[src/hdl/swas_pkg.sv]
package swas_pkg;

  localparam int WINDOW_SLOTS_DEF = 8;
  localparam int MAX_PAYLOAD_DEF  = 56;

  localparam int LEN_W     = 6;
  localparam int SEQ_W     = 32;
  localparam int HDR_BYTES = 8;
  localparam int HDR_IDX_W = 3;

  localparam logic [LEN_W-1:0] PAYLOAD_LENGTH_RST = 6'd56;
  localparam logic [7:0]       SYNC_FF            = 8'hFF;
  localparam logic [7:0]       SYNC_55            = 8'h55;

  typedef enum logic [1:0] {
    OP_DATA,
    OP_FLUSH,
    OP_ACK,
    OP_TIMEOUT
  } op_t;

  typedef enum logic [1:0] {
    KIND_NEW,
    KIND_RETX,
    KIND_REFUSED
  } kind_t;

  typedef enum logic [2:0] {
    ST_IDLE,
    ST_META,
    ST_HDR,
    ST_PAY,
    ST_SLIDE
  } state_t;

  typedef struct packed {
    op_t         op;
    logic [7:0]  data_byte;
    logic [31:0] ack_number;
    logic        ack_is_nak;
  } item_t;

  typedef struct packed {
    logic [7:0] out_byte;
    logic       out_last;
    kind_t      out_kind;
  } result_t;

  // per-slot segment info kept in the slot memory
  typedef struct packed {
    logic [SEQ_W-1:0] seq;
    logic [LEN_W-1:0] len;
  } meta_t;

  typedef struct packed {
    logic busy;
    logic window_full;
  } status_t;

endpackage

[src/hdl/sliding_window_arq_sender_top.sv]
// Data bytes that do not close a segment leave the block idle for the next item while
// the output register has room; a refused byte gives its status transfer in the cycle
// after acceptance. A closing byte or a flush of a non-empty segment sends 8 header
// bytes, then the payload bytes, one per push; a retransmit first reads the slot memory.
// An ack that is neither a NAK nor stale reads the slot memory once per released
// segment, and once more when a segment stays outstanding. Reset clears control state,
// restores payload_length to 56 and does not clear the memories.
module sliding_window_arq_sender_top #(
  parameter int WINDOW_SLOTS = swas_pkg::WINDOW_SLOTS_DEF,
  parameter int MAX_PAYLOAD  = swas_pkg::MAX_PAYLOAD_DEF
) (
  input  logic                       clk,
  input  logic                       rst,
  input  logic                       cfg_valid,
  output logic                       cfg_ready,
  input  logic [swas_pkg::LEN_W-1:0] cfg_data,
  input  logic                       item_valid,
  output logic                       item_stall,
  input  swas_pkg::item_t            item,
  output logic                       result_valid,
  input  logic                       result_stall,
  output swas_pkg::result_t          result
);

  import swas_pkg::*;

  localparam int SLOT_W = $clog2(WINDOW_SLOTS);
  localparam int ADDR_W = $clog2(WINDOW_SLOTS * MAX_PAYLOAD);

  logic              out_free;
  logic              push;
  result_t           push_data;
  status_t           status;
  logic              store_we;
  logic [ADDR_W-1:0] store_waddr;
  logic [7:0]        store_wdata;
  logic              store_re;
  logic [ADDR_W-1:0] store_raddr;
  logic [7:0]        store_rdata;
  logic              meta_we;
  logic [SLOT_W-1:0] meta_waddr;
  meta_t             meta_wdata;
  logic              meta_re;
  logic [SLOT_W-1:0] meta_raddr;
  meta_t             meta_rdata;

  assign cfg_ready = 1'b1;

  swas_ram #(
    .WIDTH(8),
    .DEPTH(WINDOW_SLOTS * MAX_PAYLOAD)
  ) u_store (
    .clk  (clk),
    .we   (store_we),
    .waddr(store_waddr),
    .wdata(store_wdata),
    .re   (store_re),
    .raddr(store_raddr),
    .rdata(store_rdata)
  );

  swas_ram #(
    .WIDTH($bits(meta_t)),
    .DEPTH(WINDOW_SLOTS)
  ) u_meta (
    .clk  (clk),
    .we   (meta_we),
    .waddr(meta_waddr),
    .wdata(meta_wdata),
    .re   (meta_re),
    .raddr(meta_raddr),
    .rdata(meta_rdata)
  );

  swas_ctrl #(
    .WINDOW_SLOTS(WINDOW_SLOTS),
    .MAX_PAYLOAD (MAX_PAYLOAD)
  ) u_ctrl (
    .clk        (clk),
    .rst        (rst),
    .cfg_valid  (cfg_valid && cfg_ready),
    .cfg_data   (cfg_data),
    .item_valid (item_valid),
    .item       (item),
    .item_stall (item_stall),
    .out_free   (out_free),
    .push       (push),
    .push_data  (push_data),
    .status     (status),
    .store_we   (store_we),
    .store_waddr(store_waddr),
    .store_wdata(store_wdata),
    .store_re   (store_re),
    .store_raddr(store_raddr),
    .store_rdata(store_rdata),
    .meta_we    (meta_we),
    .meta_waddr (meta_waddr),
    .meta_wdata (meta_wdata),
    .meta_re    (meta_re),
    .meta_raddr (meta_raddr),
    .meta_rdata (meta_rdata)
  );

  swas_outreg u_outreg (
    .clk      (clk),
    .rst      (rst),
    .push     (push),
    .push_data(push_data),
    .stall    (result_stall),
    .valid    (result_valid),
    .data     (result),
    .free     (out_free)
  );

  a_push_needs_room: assert property (@(posedge clk) disable iff (rst)
    push |-> out_free)
    else $error("result pushed into an occupied output register");

  a_idle_push_is_status: assert property (@(posedge clk) disable iff (rst)
    (push && !status.busy) |-> (push_data.out_kind == KIND_REFUSED))
    else $error("segment byte pushed while the sequencer is idle");

  a_refused_status: assert property (@(posedge clk) disable iff (rst)
    (item_valid && !item_stall && item.op == OP_DATA && status.window_full)
      |=> (result_valid && result.out_kind == KIND_REFUSED && result.out_last))
    else $error("data byte in a full window gave no refused status");

endmodule

[src/hdl/swas_ram.sv]
module swas_ram #(
  parameter int WIDTH = 8,
  parameter int DEPTH = 16
) (
  input  logic                     clk,
  input  logic                     we,
  input  logic [$clog2(DEPTH)-1:0] waddr,
  input  logic [WIDTH-1:0]         wdata,
  input  logic                     re,
  input  logic [$clog2(DEPTH)-1:0] raddr,
  output logic [WIDTH-1:0]         rdata
);

  logic [WIDTH-1:0] mem [DEPTH];

  always_ff @(posedge clk) begin
    if (we) begin
      mem[waddr] <= wdata;
    end
    if (re) begin
      rdata <= mem[raddr];
    end
  end

endmodule

[src/hdl/swas_outreg.sv]
module swas_outreg (
  input  logic              clk,
  input  logic              rst,
  input  logic              push,
  input  swas_pkg::result_t push_data,
  input  logic              stall,
  output logic              valid,
  output swas_pkg::result_t data,
  output logic              free
);

  import swas_pkg::*;

  assign free = !valid || !stall;

  always_ff @(posedge clk) begin
    if (rst) begin
      valid <= 1'b0;
    end else if (push) begin
      valid <= 1'b1;
    end else if (!stall) begin
      valid <= 1'b0;
    end
  end

  always_ff @(posedge clk) begin
    if (push) begin
      data <= push_data;
    end
  end

endmodule

[src/hdl/swas_ctrl.sv]
module swas_ctrl #(
  parameter int WINDOW_SLOTS = swas_pkg::WINDOW_SLOTS_DEF,
  parameter int MAX_PAYLOAD  = swas_pkg::MAX_PAYLOAD_DEF
) (
  input  logic                                       clk,
  input  logic                                       rst,
  input  logic                                       cfg_valid,
  input  logic [swas_pkg::LEN_W-1:0]                 cfg_data,
  input  logic                                       item_valid,
  input  swas_pkg::item_t                            item,
  output logic                                       item_stall,
  input  logic                                       out_free,
  output logic                                       push,
  output swas_pkg::result_t                          push_data,
  output swas_pkg::status_t                          status,
  output logic                                       store_we,
  output logic [$clog2(WINDOW_SLOTS*MAX_PAYLOAD)-1:0] store_waddr,
  output logic [7:0]                                 store_wdata,
  output logic                                       store_re,
  output logic [$clog2(WINDOW_SLOTS*MAX_PAYLOAD)-1:0] store_raddr,
  input  logic [7:0]                                 store_rdata,
  output logic                                       meta_we,
  output logic [$clog2(WINDOW_SLOTS)-1:0]            meta_waddr,
  output swas_pkg::meta_t                            meta_wdata,
  output logic                                       meta_re,
  output logic [$clog2(WINDOW_SLOTS)-1:0]            meta_raddr,
  input  swas_pkg::meta_t                            meta_rdata
);

  import swas_pkg::*;

  localparam int SLOT_W = $clog2(WINDOW_SLOTS);
  localparam int OUTS_W = $clog2(WINDOW_SLOTS + 1);
  localparam int ADDR_W = $clog2(WINDOW_SLOTS * MAX_PAYLOAD);

  state_t              state, state_next;
  logic [SLOT_W-1:0]   first_slot, first_slot_next;
  logic [SLOT_W-1:0]   next_slot, next_slot_next;
  logic [OUTS_W-1:0]   outstanding, outstanding_next;
  logic [SEQ_W-1:0]    next_ack, next_ack_next;
  logic [SEQ_W-1:0]    next_seq, next_seq_next;
  logic [LEN_W-1:0]    fill_count, fill_count_next;
  logic [LEN_W-1:0]    payload_length;
  logic [SLOT_W-1:0]   emit_slot, emit_slot_next;
  logic [SEQ_W-1:0]    emit_seq, emit_seq_next;
  logic [LEN_W-1:0]    emit_len, emit_len_next;
  kind_t               emit_kind, emit_kind_next;
  logic [HDR_IDX_W-1:0] cnt, cnt_next;
  logic [LEN_W-1:0]    idx, idx_next;
  logic [SEQ_W-1:0]    ack_q, ack_q_next;

  logic [LEN_W-1:0]    eff_len;
  logic [LEN_W-1:0]    fill_clamp;
  logic [LEN_W-1:0]    fill_inc;
  logic [LEN_W-1:0]    close_len;
  logic                window_full;
  logic                accept;
  logic                do_close;
  logic [SLOT_W-1:0]   first_inc;
  logic [SLOT_W-1:0]   next_inc;
  logic [ADDR_W-1:0]   emit_base;
  logic [7:0]          hdr_byte;

  assign window_full = (outstanding == OUTS_W'(WINDOW_SLOTS));
  assign item_stall  = (state != ST_IDLE) || !out_free;
  assign accept      = item_valid && !item_stall;
  assign status      = '{busy: (state != ST_IDLE), window_full: window_full};

  assign first_inc = (first_slot == SLOT_W'(WINDOW_SLOTS - 1)) ? '0 : first_slot + 1'b1;
  assign next_inc  = (next_slot == SLOT_W'(WINDOW_SLOTS - 1)) ? '0 : next_slot + 1'b1;
  assign emit_base = ADDR_W'(emit_slot) * ADDR_W'(MAX_PAYLOAD);

  always_comb begin
    if (payload_length == '0) begin
      eff_len = LEN_W'(1);
    end else if (payload_length > LEN_W'(MAX_PAYLOAD)) begin
      eff_len = LEN_W'(MAX_PAYLOAD);
    end else begin
      eff_len = payload_length;
    end
  end

  assign fill_clamp = (fill_count >= LEN_W'(MAX_PAYLOAD)) ? LEN_W'(MAX_PAYLOAD - 1) : fill_count;
  assign fill_inc   = fill_clamp + 1'b1;

  always_comb begin
    case (cnt)
      3'd0:    hdr_byte = emit_seq[31:24];
      3'd1:    hdr_byte = emit_seq[23:16];
      3'd2:    hdr_byte = emit_seq[15:8];
      3'd3:    hdr_byte = emit_seq[7:0];
      3'd4:    hdr_byte = SYNC_FF;
      3'd5:    hdr_byte = SYNC_FF;
      default: hdr_byte = SYNC_55;
    endcase
  end

  always_comb begin
    state_next       = state;
    first_slot_next  = first_slot;
    next_slot_next   = next_slot;
    outstanding_next = outstanding;
    next_ack_next    = next_ack;
    next_seq_next    = next_seq;
    fill_count_next  = fill_count;
    emit_slot_next   = emit_slot;
    emit_seq_next    = emit_seq;
    emit_len_next    = emit_len;
    emit_kind_next   = emit_kind;
    cnt_next         = cnt;
    idx_next         = idx;
    ack_q_next       = ack_q;

    do_close  = 1'b0;
    close_len = fill_count;

    push        = 1'b0;
    push_data   = '{out_byte: 8'h00, out_last: 1'b0, out_kind: KIND_NEW};
    store_we    = 1'b0;
    store_waddr = ADDR_W'(next_slot) * ADDR_W'(MAX_PAYLOAD) + ADDR_W'(fill_clamp);
    store_wdata = item.data_byte;
    store_re    = 1'b0;
    store_raddr = emit_base;
    meta_we     = 1'b0;
    meta_waddr  = next_slot;
    meta_wdata  = '{seq: next_seq, len: close_len};
    meta_re     = 1'b0;
    meta_raddr  = first_slot;

    case (state)
      ST_IDLE: begin
        if (accept) begin
          case (item.op)
            OP_DATA: begin
              if (window_full) begin
                push      = 1'b1;
                push_data = '{out_byte: 8'h00, out_last: 1'b1, out_kind: KIND_REFUSED};
              end else begin
                store_we = 1'b1;
                if (fill_inc >= eff_len) begin
                  do_close  = 1'b1;
                  close_len = fill_inc;
                end else begin
                  fill_count_next = fill_inc;
                end
              end
            end
            OP_FLUSH: begin
              do_close = (fill_count != '0) && !window_full;
            end
            default: begin
              if (item.op == OP_ACK && !item.ack_is_nak && item.ack_number >= next_ack) begin
                // release acknowledged segments oldest first
                if (outstanding != '0) begin
                  ack_q_next = item.ack_number;
                  meta_re    = 1'b1;
                  state_next = ST_SLIDE;
                end
              end else if (outstanding != '0) begin
                meta_re        = 1'b1;
                emit_slot_next = first_slot;
                emit_kind_next = KIND_RETX;
                state_next     = ST_META;
              end
            end
          endcase

          if (do_close) begin
            meta_we          = 1'b1;
            meta_wdata       = '{seq: next_seq, len: close_len};
            emit_slot_next   = next_slot;
            emit_seq_next    = next_seq;
            emit_len_next    = close_len;
            emit_kind_next   = KIND_NEW;
            cnt_next         = '0;
            next_seq_next    = next_seq + SEQ_W'(HDR_BYTES) + SEQ_W'(close_len);
            fill_count_next  = '0;
            next_slot_next   = next_inc;
            outstanding_next = outstanding + 1'b1;
            state_next       = ST_HDR;
          end
        end
      end

      ST_META: begin
        emit_seq_next = meta_rdata.seq;
        emit_len_next = meta_rdata.len;
        cnt_next      = '0;
        state_next    = ST_HDR;
      end

      ST_HDR: begin
        if (out_free) begin
          push      = 1'b1;
          push_data = '{out_byte: hdr_byte,
                        out_last: (cnt == HDR_IDX_W'(HDR_BYTES - 1)) && (emit_len == '0),
                        out_kind: emit_kind};
          if (cnt == HDR_IDX_W'(HDR_BYTES - 1)) begin
            if (emit_len == '0) begin
              state_next = ST_IDLE;
            end else begin
              // fetch the first payload byte while the last header byte goes out
              store_re    = 1'b1;
              store_raddr = emit_base;
              idx_next    = '0;
              state_next  = ST_PAY;
            end
          end else begin
            cnt_next = cnt + 1'b1;
          end
        end
      end

      ST_PAY: begin
        if (out_free) begin
          push      = 1'b1;
          push_data = '{out_byte: store_rdata,
                        out_last: (idx == emit_len - 1'b1),
                        out_kind: emit_kind};
          if (idx == emit_len - 1'b1) begin
            state_next = ST_IDLE;
          end else begin
            store_re    = 1'b1;
            store_raddr = emit_base + ADDR_W'(idx) + 1'b1;
            idx_next    = idx + 1'b1;
          end
        end
      end

      ST_SLIDE: begin
        if (ack_q < meta_rdata.seq) begin
          state_next = ST_IDLE;
        end else begin
          next_ack_next    = meta_rdata.seq + SEQ_W'(HDR_BYTES) + SEQ_W'(meta_rdata.len);
          first_slot_next  = first_inc;
          outstanding_next = outstanding - 1'b1;
          if (outstanding == OUTS_W'(1)) begin
            state_next = ST_IDLE;
          end else begin
            meta_re    = 1'b1;
            meta_raddr = first_inc;
          end
        end
      end

      default: begin
        state_next = ST_IDLE;
      end
    endcase
  end

  always_ff @(posedge clk) begin
    if (rst) begin
      state          <= ST_IDLE;
      first_slot     <= '0;
      next_slot      <= '0;
      outstanding    <= '0;
      next_ack       <= '0;
      next_seq       <= '0;
      fill_count     <= '0;
      payload_length <= PAYLOAD_LENGTH_RST;
    end else begin
      state       <= state_next;
      first_slot  <= first_slot_next;
      next_slot   <= next_slot_next;
      outstanding <= outstanding_next;
      next_ack    <= next_ack_next;
      next_seq    <= next_seq_next;
      fill_count  <= fill_count_next;
      if (cfg_valid) begin
        payload_length <= cfg_data;
      end
    end
  end

  always_ff @(posedge clk) begin
    emit_slot <= emit_slot_next;
    emit_seq  <= emit_seq_next;
    emit_len  <= emit_len_next;
    emit_kind <= emit_kind_next;
    cnt       <= cnt_next;
    idx       <= idx_next;
    ack_q     <= ack_q_next;
  end

endmodule

[config.mk]
export PLATFORM = sky130hd
export DESIGN_NAME = sliding_window_arq_sender_top
export DESIGN_NICKNAME = d
export VERILOG_FILES = /design/src/hdl/swas_pkg.sv /design/src/hdl/sliding_window_arq_sender_top.sv /design/src/hdl/swas_ram.sv /design/src/hdl/swas_outreg.sv /design/src/hdl/swas_ctrl.sv
export SDC_FILE = /design/constraint.sdc
export NUM_CORES = 2
export LEC_CHECK = 0
export BUFFER_PORTS_ARGS = -buffer_cell sky130_fd_sc_hd__buf_2
export CAP_MARGIN = 25
export CORE_AREA = 2 2 677 679
export DETAILED_ROUTE_END_ITERATION = 6
export DIE_AREA = 0 0 679 681
export PLACE_DENSITY_LB_ADDON = 0.25
export SLEW_MARGIN = 25
export SYNTH_ARGS = -nofsm -noshare
export SYNTH_HDL_FRONTEND = slang
export SYNTH_SLANG_ARGS = --single-unit
[constraint.sdc]
create_clock -name clk -period 8.7 [get_ports clk]
set_input_delay 1.305 -clock clk [delete_from_list [all_inputs] [get_ports clk]]
set_output_delay 1.305 -clock clk [all_outputs]
set_load 0.02 [all_outputs]
* Word level (Yosys, flattened, before mapping)
Memory sizes are Yosys's and may differ from the RTL's. A register that Yosys moved wholly into a read port is not among the register bits. Cells that the tools add are included.
Cells by class: $add $sub $neg 15, multipliers 2, $lt $le $gt $ge 5, equality and inequality tests 35, mux-type cells 107, bitwise gates (word level) 2, reductions and logical operators 40
Operators with widths (number):
- 6-bit 2-to-1 mux | 22
- 3-bit 2-to-1 mux | 26
- 32-bit by 4-bit adder with 32-bit output, second input constant | 2
- 32-bit by 6-bit adder with 32-bit output | 2
- 32-bit 2-to-1 mux | 2
- 32-bit case mux with 2 select lines | 1
- 11-bit 2-to-1 mux | 4
- 8-bit case mux with 5 select lines | 1
- 11-bit case mux with 3 select lines | 1
- 32-bit greater-or-equal comparator | 1
- 32-bit less-than comparator | 1
- 1-bit 2-to-1 mux | 31
- 9-bit 2-to-1 mux | 3
- 6-bit case mux with 2 select lines | 2
- 5-bit AND reduction | 4
- 9-bit by 6-bit adder with 9-bit output | 2
- 3-bit == test, second input constant | 6
- 2-bit by 1-bit inequality test with 1-bit output, second input constant | 8
- 3-bit case mux with 5 select lines | 1
- 2-bit inequality test, second input constant | 7
- 6-bit by 1-bit adder with 6-bit output, second input constant | 2
- 3-bit by 2-bit == test with 1-bit output, second input constant | 4
- 6-bit zero test | 2
- 3-bit by 3-bit multiplier with 6-bit output, second input constant | 2
- 37 further kinds | 69
Storage, ports and cells: register bits after elaboration 185, bits in writable memories 3888, input port bits 54, memories 2
Memory list:
- u_store.mem | words 448, bits a word 8, read ports 1, clocked after Yosys merged registers in 1, wr ports 1, line swas_ram.sv:14 | logic [WIDTH-1:0] mem [DEPTH];
- u_meta.mem | words 8, bits a word 38, read ports 1, clocked after Yosys merged registers in 1, wr ports 1, line swas_ram.sv:14

* Longest topological paths before layout
word-level depth 14, depth in mapped cells 28

* Hierarchy
A second synthesis with hierarchy kept.
Unflattened totals: cells, all modules 8586, area total of the unflattened synthesis 164281.3 sq um
Modules (own cells, without submodules):
- swas_ram (u_store) | times used 1, cells each 6851, area an instance 140130.6 sq um
- swas_ram (u_meta) | times used 1, cells each 490, area an instance 12589.6 sq um
- swas_ctrl | times used 1, cells each 1228, area an instance 11187.0 sq um
- swas_outreg | times used 1, cells each 15, area an instance 362.8 sq um
- sliding_window_arq_sender_top | times used 1, cells each 2, area an instance 11.3 sq um

* Worst setup path after synthesis
No wires, ideal clock.
path type register to register, from register u_ctrl.fill_count[4], to register u_ctrl.next_seq[29], setup time 0.128 ns, arrival time 5.389 ns, slack 3.183 ns, stages on the path, launching flop included 28, buffers on the path 2, cell sequence dfxtp_1 -> clkbuf_1 -> and3_1 -> or2_2 -> ha_1 -> inv_1 -> ha_1 -> a21o_1 -> a21o_1 -> a21oi_1 -> maj3_1 -> maj3_1 -> nor2_1 -> mux2i_1 -> inv_1 -> ha_1 -> ha_1 -> fa_1 -> a21o_1 -> a21oi_1 -> nor2b_1 -> o21a_1 -> nor2_1 -> nor2_1 -> clkbuf_1 -> nand3_1 -> xor2_1 -> nor2_1
On the way: longest elaborated chain between the ends 10, elaborated cells between the ends (all ways) 18, classes of those cells add/sub (2); order compare (2); mux (11); reduce/logical (3)
RTL lines:
- start: declaration | line swas_ctrl.sv:42 | logic [LEN_W-1:0] fill_count, fill_count_next;
- start signal: assignment | line swas_ctrl.sv:269 | fill_count <= fill_count_next;
- 6-bit greater-or-equal comparator | line swas_ctrl.sv:83 | assign fill_clamp = (fill_count >= LEN_W'(MAX_PAYLOAD)) ? LEN_W'(MAX_PAYLOAD - 1) : fill_count;
- 6-bit 2-to-1 mux | line swas_ctrl.sv:83
- 6-bit by 1-bit adder with 6-bit output | line swas_ctrl.sv:84 | assign fill_inc = fill_clamp + 1'b1;
- 6-bit greater-or-equal comparator | line swas_ctrl.sv:140 | if (fill_inc >= eff_len) begin
- 6-bit 2-to-1 mux or 1-bit 2-to-1 mux (tied branches) | line swas_ctrl.sv:140
- 6-bit 2-to-1 mux or 1-bit 2-to-1 mux (tied branches) | line swas_ctrl.sv:135 | if (window_full) begin
- 6-bit 2-to-1 mux or 1-bit case mux with 2 select lines (tied branches) | line swas_ctrl.sv:133 | case (item.op)
- 6-bit 2-to-1 mux or 1-bit 2-to-1 mux (tied branches) | line swas_ctrl.sv:132 | if (accept) begin
- 6-bit 2-to-1 mux or 1-bit 2-to-1 mux (tied branches) | line swas_ctrl.sv:130 | case (state)
- 32-bit by 6-bit adder with 32-bit output or 3-bit AND reduction (tied branches)
- end signal: assignment | line swas_ctrl.sv:268 | next_seq <= next_seq_next;
- end: declaration | line swas_ctrl.sv:41 | logic [SEQ_W-1:0] next_seq, next_seq_next;
Parallel ways exist; a longest one is shown, timed or not. The select of a mux whose other input is x is not followed. A chain may end at the register's enable or synchronous reset.

* Worst setup path in the final report
from register u_ctrl.idx[0], to register u_store.rdata[5] (read register of u_store.mem), data pin
On the way: longest elaborated chain between the ends 5, elaborated cells between the ends (all ways) 9, classes of those cells add/sub (2); eq/ne (1); mux (6)
RTL lines:
- start: declaration | line swas_ctrl.sv:49 | logic [LEN_W-1:0] idx, idx_next;
- start signal: assignment | line swas_ctrl.sv:282 | idx <= idx_next;
- 9-bit by 6-bit adder with 9-bit output | line swas_ctrl.sv:224 | store_raddr = emit_base + ADDR_W'(idx) + 1'b1;
- 9-bit by 1-bit adder with 9-bit output | line swas_ctrl.sv:224
- 9-bit 2-to-1 mux | line swas_ctrl.sv:220 | if (idx == emit_len - 1'b1) begin
- 9-bit 2-to-1 mux | line swas_ctrl.sv:215 | if (out_free) begin
- 9-bit 2-to-1 mux
- end: declaration | line swas_ram.sv:11 | output logic [WIDTH-1:0] rdata
Parallel ways exist; a longest one is shown, timed or not.

==> run_results.csv <==
group,metric,value,unit
grt,grt_pass1_vias,94100,
layout,regArea,0.123,mm^2
timing,clock_skew,68.6,ps
grt,grt_max_degree,177,
route,postRouteAntennaNets,0,
layout,fin_cells,16400,
timing,maxSlewViolCount,0,
cts,clockBufferDepth,4,
placement,dp.cells,15600,
power,leakagePower,54.9,nW
placement,placed_cell_area,0.166,mm^2
layout,layout_common_cells,"edfxtp_1, o22ai_1, nor2_1",
setup_path,crit_type,"reg2reg",
synthesis,synth_top_area_cell,"edfxtp_1",
cts,cts.hold.buffers_added,0,
cts,cts-root-buf,"clkbuf_16",
layout,multi_input_area,0.0331,mm^2
layout,finish.instance_area,0.180,mm^2
floorplanning,die_area,0.462,mm^2
power,vdd_drop_max,0.000177,V
worst_hold_path,hold_path_depth,1,
synthesis,synth_area_leaders,"edfxtp_1, o22ai_1, o221ai_1, nor2_1, o21ai_0",
grt,antenna_found_initial,45,
floorplanning,die_width,679,um
synthesis,synth-seq-cells,4118,
timing,finalCritPeriodShare,0.777,
layout,nFillCells,41300,
synthesis,syn_nets,10300,
layout,final_nets,10200,
setup_path,rr_worst_depth,11,
floorplanning,core_area,0.455,mm^2
route,vias,97500,
layout,fin_util,0.396,
timing,setup_violations,0,
synthesis,synth-edff-count,4028,
route,drt-total-wl,513000,um
route,via_per_inst,5.93,
timing,worst_pin_slew,1190,ps
floorplanning,fp.dieH,681,um
timing,hold_violations,0,
outcome,outcome,"finished, violations left",
placement,post-dp-hpwl,298000,um
setup_path,cp.required,9440,ps
cts,clock_latency,1050,ps
synthesis,ys_types,100,
synthesis,async_flop_share,0,
floorplanning,ios,68,
setup_path,cp_max_fo,105,
outcome,violations,"DRC",
synthesis,postSynthCellCount,10100,
grt,grt_pass1_wl,722000,um
synthesis,syn_area_per_cell,15.8,um^2
cts,cts_made_buffers,427,
power,power_density,236,mW/mm^2
synthesis,syn_area,0.159,mm^2
placement,io_buffers,66,
route,route.detailed.drc,3,
layout,drive_above_1_share,0.104,
route,first_iter_violations,13200,
timing,rsz0062_at_grt,"false",
grt,grt_busiest_layer,"met2",
timing,slew_headroom,0.206,
layout,final_common_cell,"edfxtp_1",
worst_hold_path,hold_path.class,"in2reg",
route,wl_per_cell,31.2,um
cts,htree_levels,5,
grt,grt_overflow_total,0,
setup_path,cp.arrival,7510,ps
route,dr.pass1.iters,7,
setup_path,end_kind,"flop",
setup_path,worstSetupStartpointType,"flop",
grt,use_met2,0.339,
timing,holdWs,478,ps
timing,fin_tns_setup,0,ps
synthesis,synthFlopType,"edfxtp_1",
cts,cts_tree,"yes",
floorplanning,initial_core_util,0.349,
synthesis,synth_top_area_frac,0.761,
grt,grt_use_met3,0.0433,
floorplanning,rows,248,
cts,post_cts_buffers,0,
cts,post_cts_resize_count,0,
grt,grt_use_met1,0.296,
synthesis,yosys_warnings,0,
cts,cts.sinks,4118,
layout,syn2layout_area_growth,13.2,%
timing,clock.fmax,148,MHz
timing,fin_crit,6760,ps
synthesis,yosysSeqAreaShare,0.772,
cts,clkTransAtPathRegs,60,ps
job,drv_cap,0,
placement,place_congestion,0.862,
grt,grtUsageTotal,0.215,
[worst max-delay path, cell delays in order (launching register included)]
cell       delay [ps]
edfxtp_1          760
ha_4              840
buf_4             690
o2111ai_4         640
buf_12            440
buf_4             460
o22ai_1           270
o31ai_1           150
a222oi_1          780
nand4_1           300
o22ai_1           630
nor3_1            130
[kinds of logic after synthesis]
group | Yosys count | synth area share
simple gates | 1772 | 0.0489
compound gates | 2864 | 0.123
flops | 4118 | 0.772
fa+ha+maj | 141 | 0.0115
other cells | 1 | 0.0000236
xor+xnor | 82 | 0.00452
mux | 239 | 0.0159
buf+inv | 851 | 0.0234
[routing by layer]
metal,part of all wire,vias to the layer above,wire length (um)
met5,0.00039,-,200
met1,0.41,50700,211000
met3,0.091,910,46700
met4,0.037,32,18900
li1,-,40900,-
met2,0.46,4897,237000
[cell usage after synthesis, drive strengths merged (17+ instances only)]
cell and number:
a211oi 72, a21o 33, a21oi 137, a221oi 34, a22oi 41, a2bb2oi 19
a32oi 39, and3 59, buf 397, clkbuf 323, dfxtp 90, edfxtp 4028
ha 128, inv 131, mux2 98, mux2i 140, nand2 457, nand3 125
nand4 32, nor2 719, nor2b 48, nor3 227, nor4 17, o2111ai 18
o211ai 61, o21ai 455, o221ai 550, o22ai 1231, or3 39, xnor2 51
xor2 31
[worst paths after layout]
| check | to | slack, ps | startpoint |
|---|---|---|---|
| worst max register to register | u_store.rdata[5] | 1940 | u_ctrl.idx[0] |
| worst min register to register | u_ctrl.next_ack[1] | 500 | u_ctrl.next_ack[1] |
| worst max-delay path | u_store.rdata[5] | 1940 | u_ctrl.idx[0] |
| worst min-delay path | u_ctrl.ack_q[15] | 480 | item[16] |
[registers in the layout, indices dropped and copies added, names as in the netlist, 8 cells and up]
signal	flops
u_store.mem	3584
u_meta.mem	304
u_meta.rdata	38
u_ctrl.ack_q	32
u_ctrl.emit_seq	32
u_ctrl.next_ack	32
u_ctrl.next_seq	32
u_outreg.data	11
u_store.rdata	8
[report_power, final]
group | internal (mW) | leakage, nW | switching, mW | total, mW
combinational | 0.555 | 11.1 | 1.99 | 2.55
clock | 10.0 | 6.61 | 7.84 | 17.9
sequential | 21.9 | 37.2 | 0.0903 | 22.0
[metrics by stage]
stage | setup slack (ps) | power [mW]
final | 1940 | 42.4
after global placement | 1460 | 24.8
after detailed placement | 2330 | 24.9
after floorplan | 3180 | 23.4
after CTS | 2310 | 42.5
after global routing | 1760 | 43.4
[area by class of cell]
cell class / count / share of cell area
diodes: 13 / 0.000181
clock buffers: 518 / 0.0619
clock inverters: 269 / 0.0133
inverters: 131 / 0.00273
multi-input cells: 5099 / 0.184
flip-flops and latches: 4118 / 0.682
well taps: 6000 / 0.0417
repair buffers: 278 / 0.0142
Note: power is estimated with default switching activity, not from simulation.
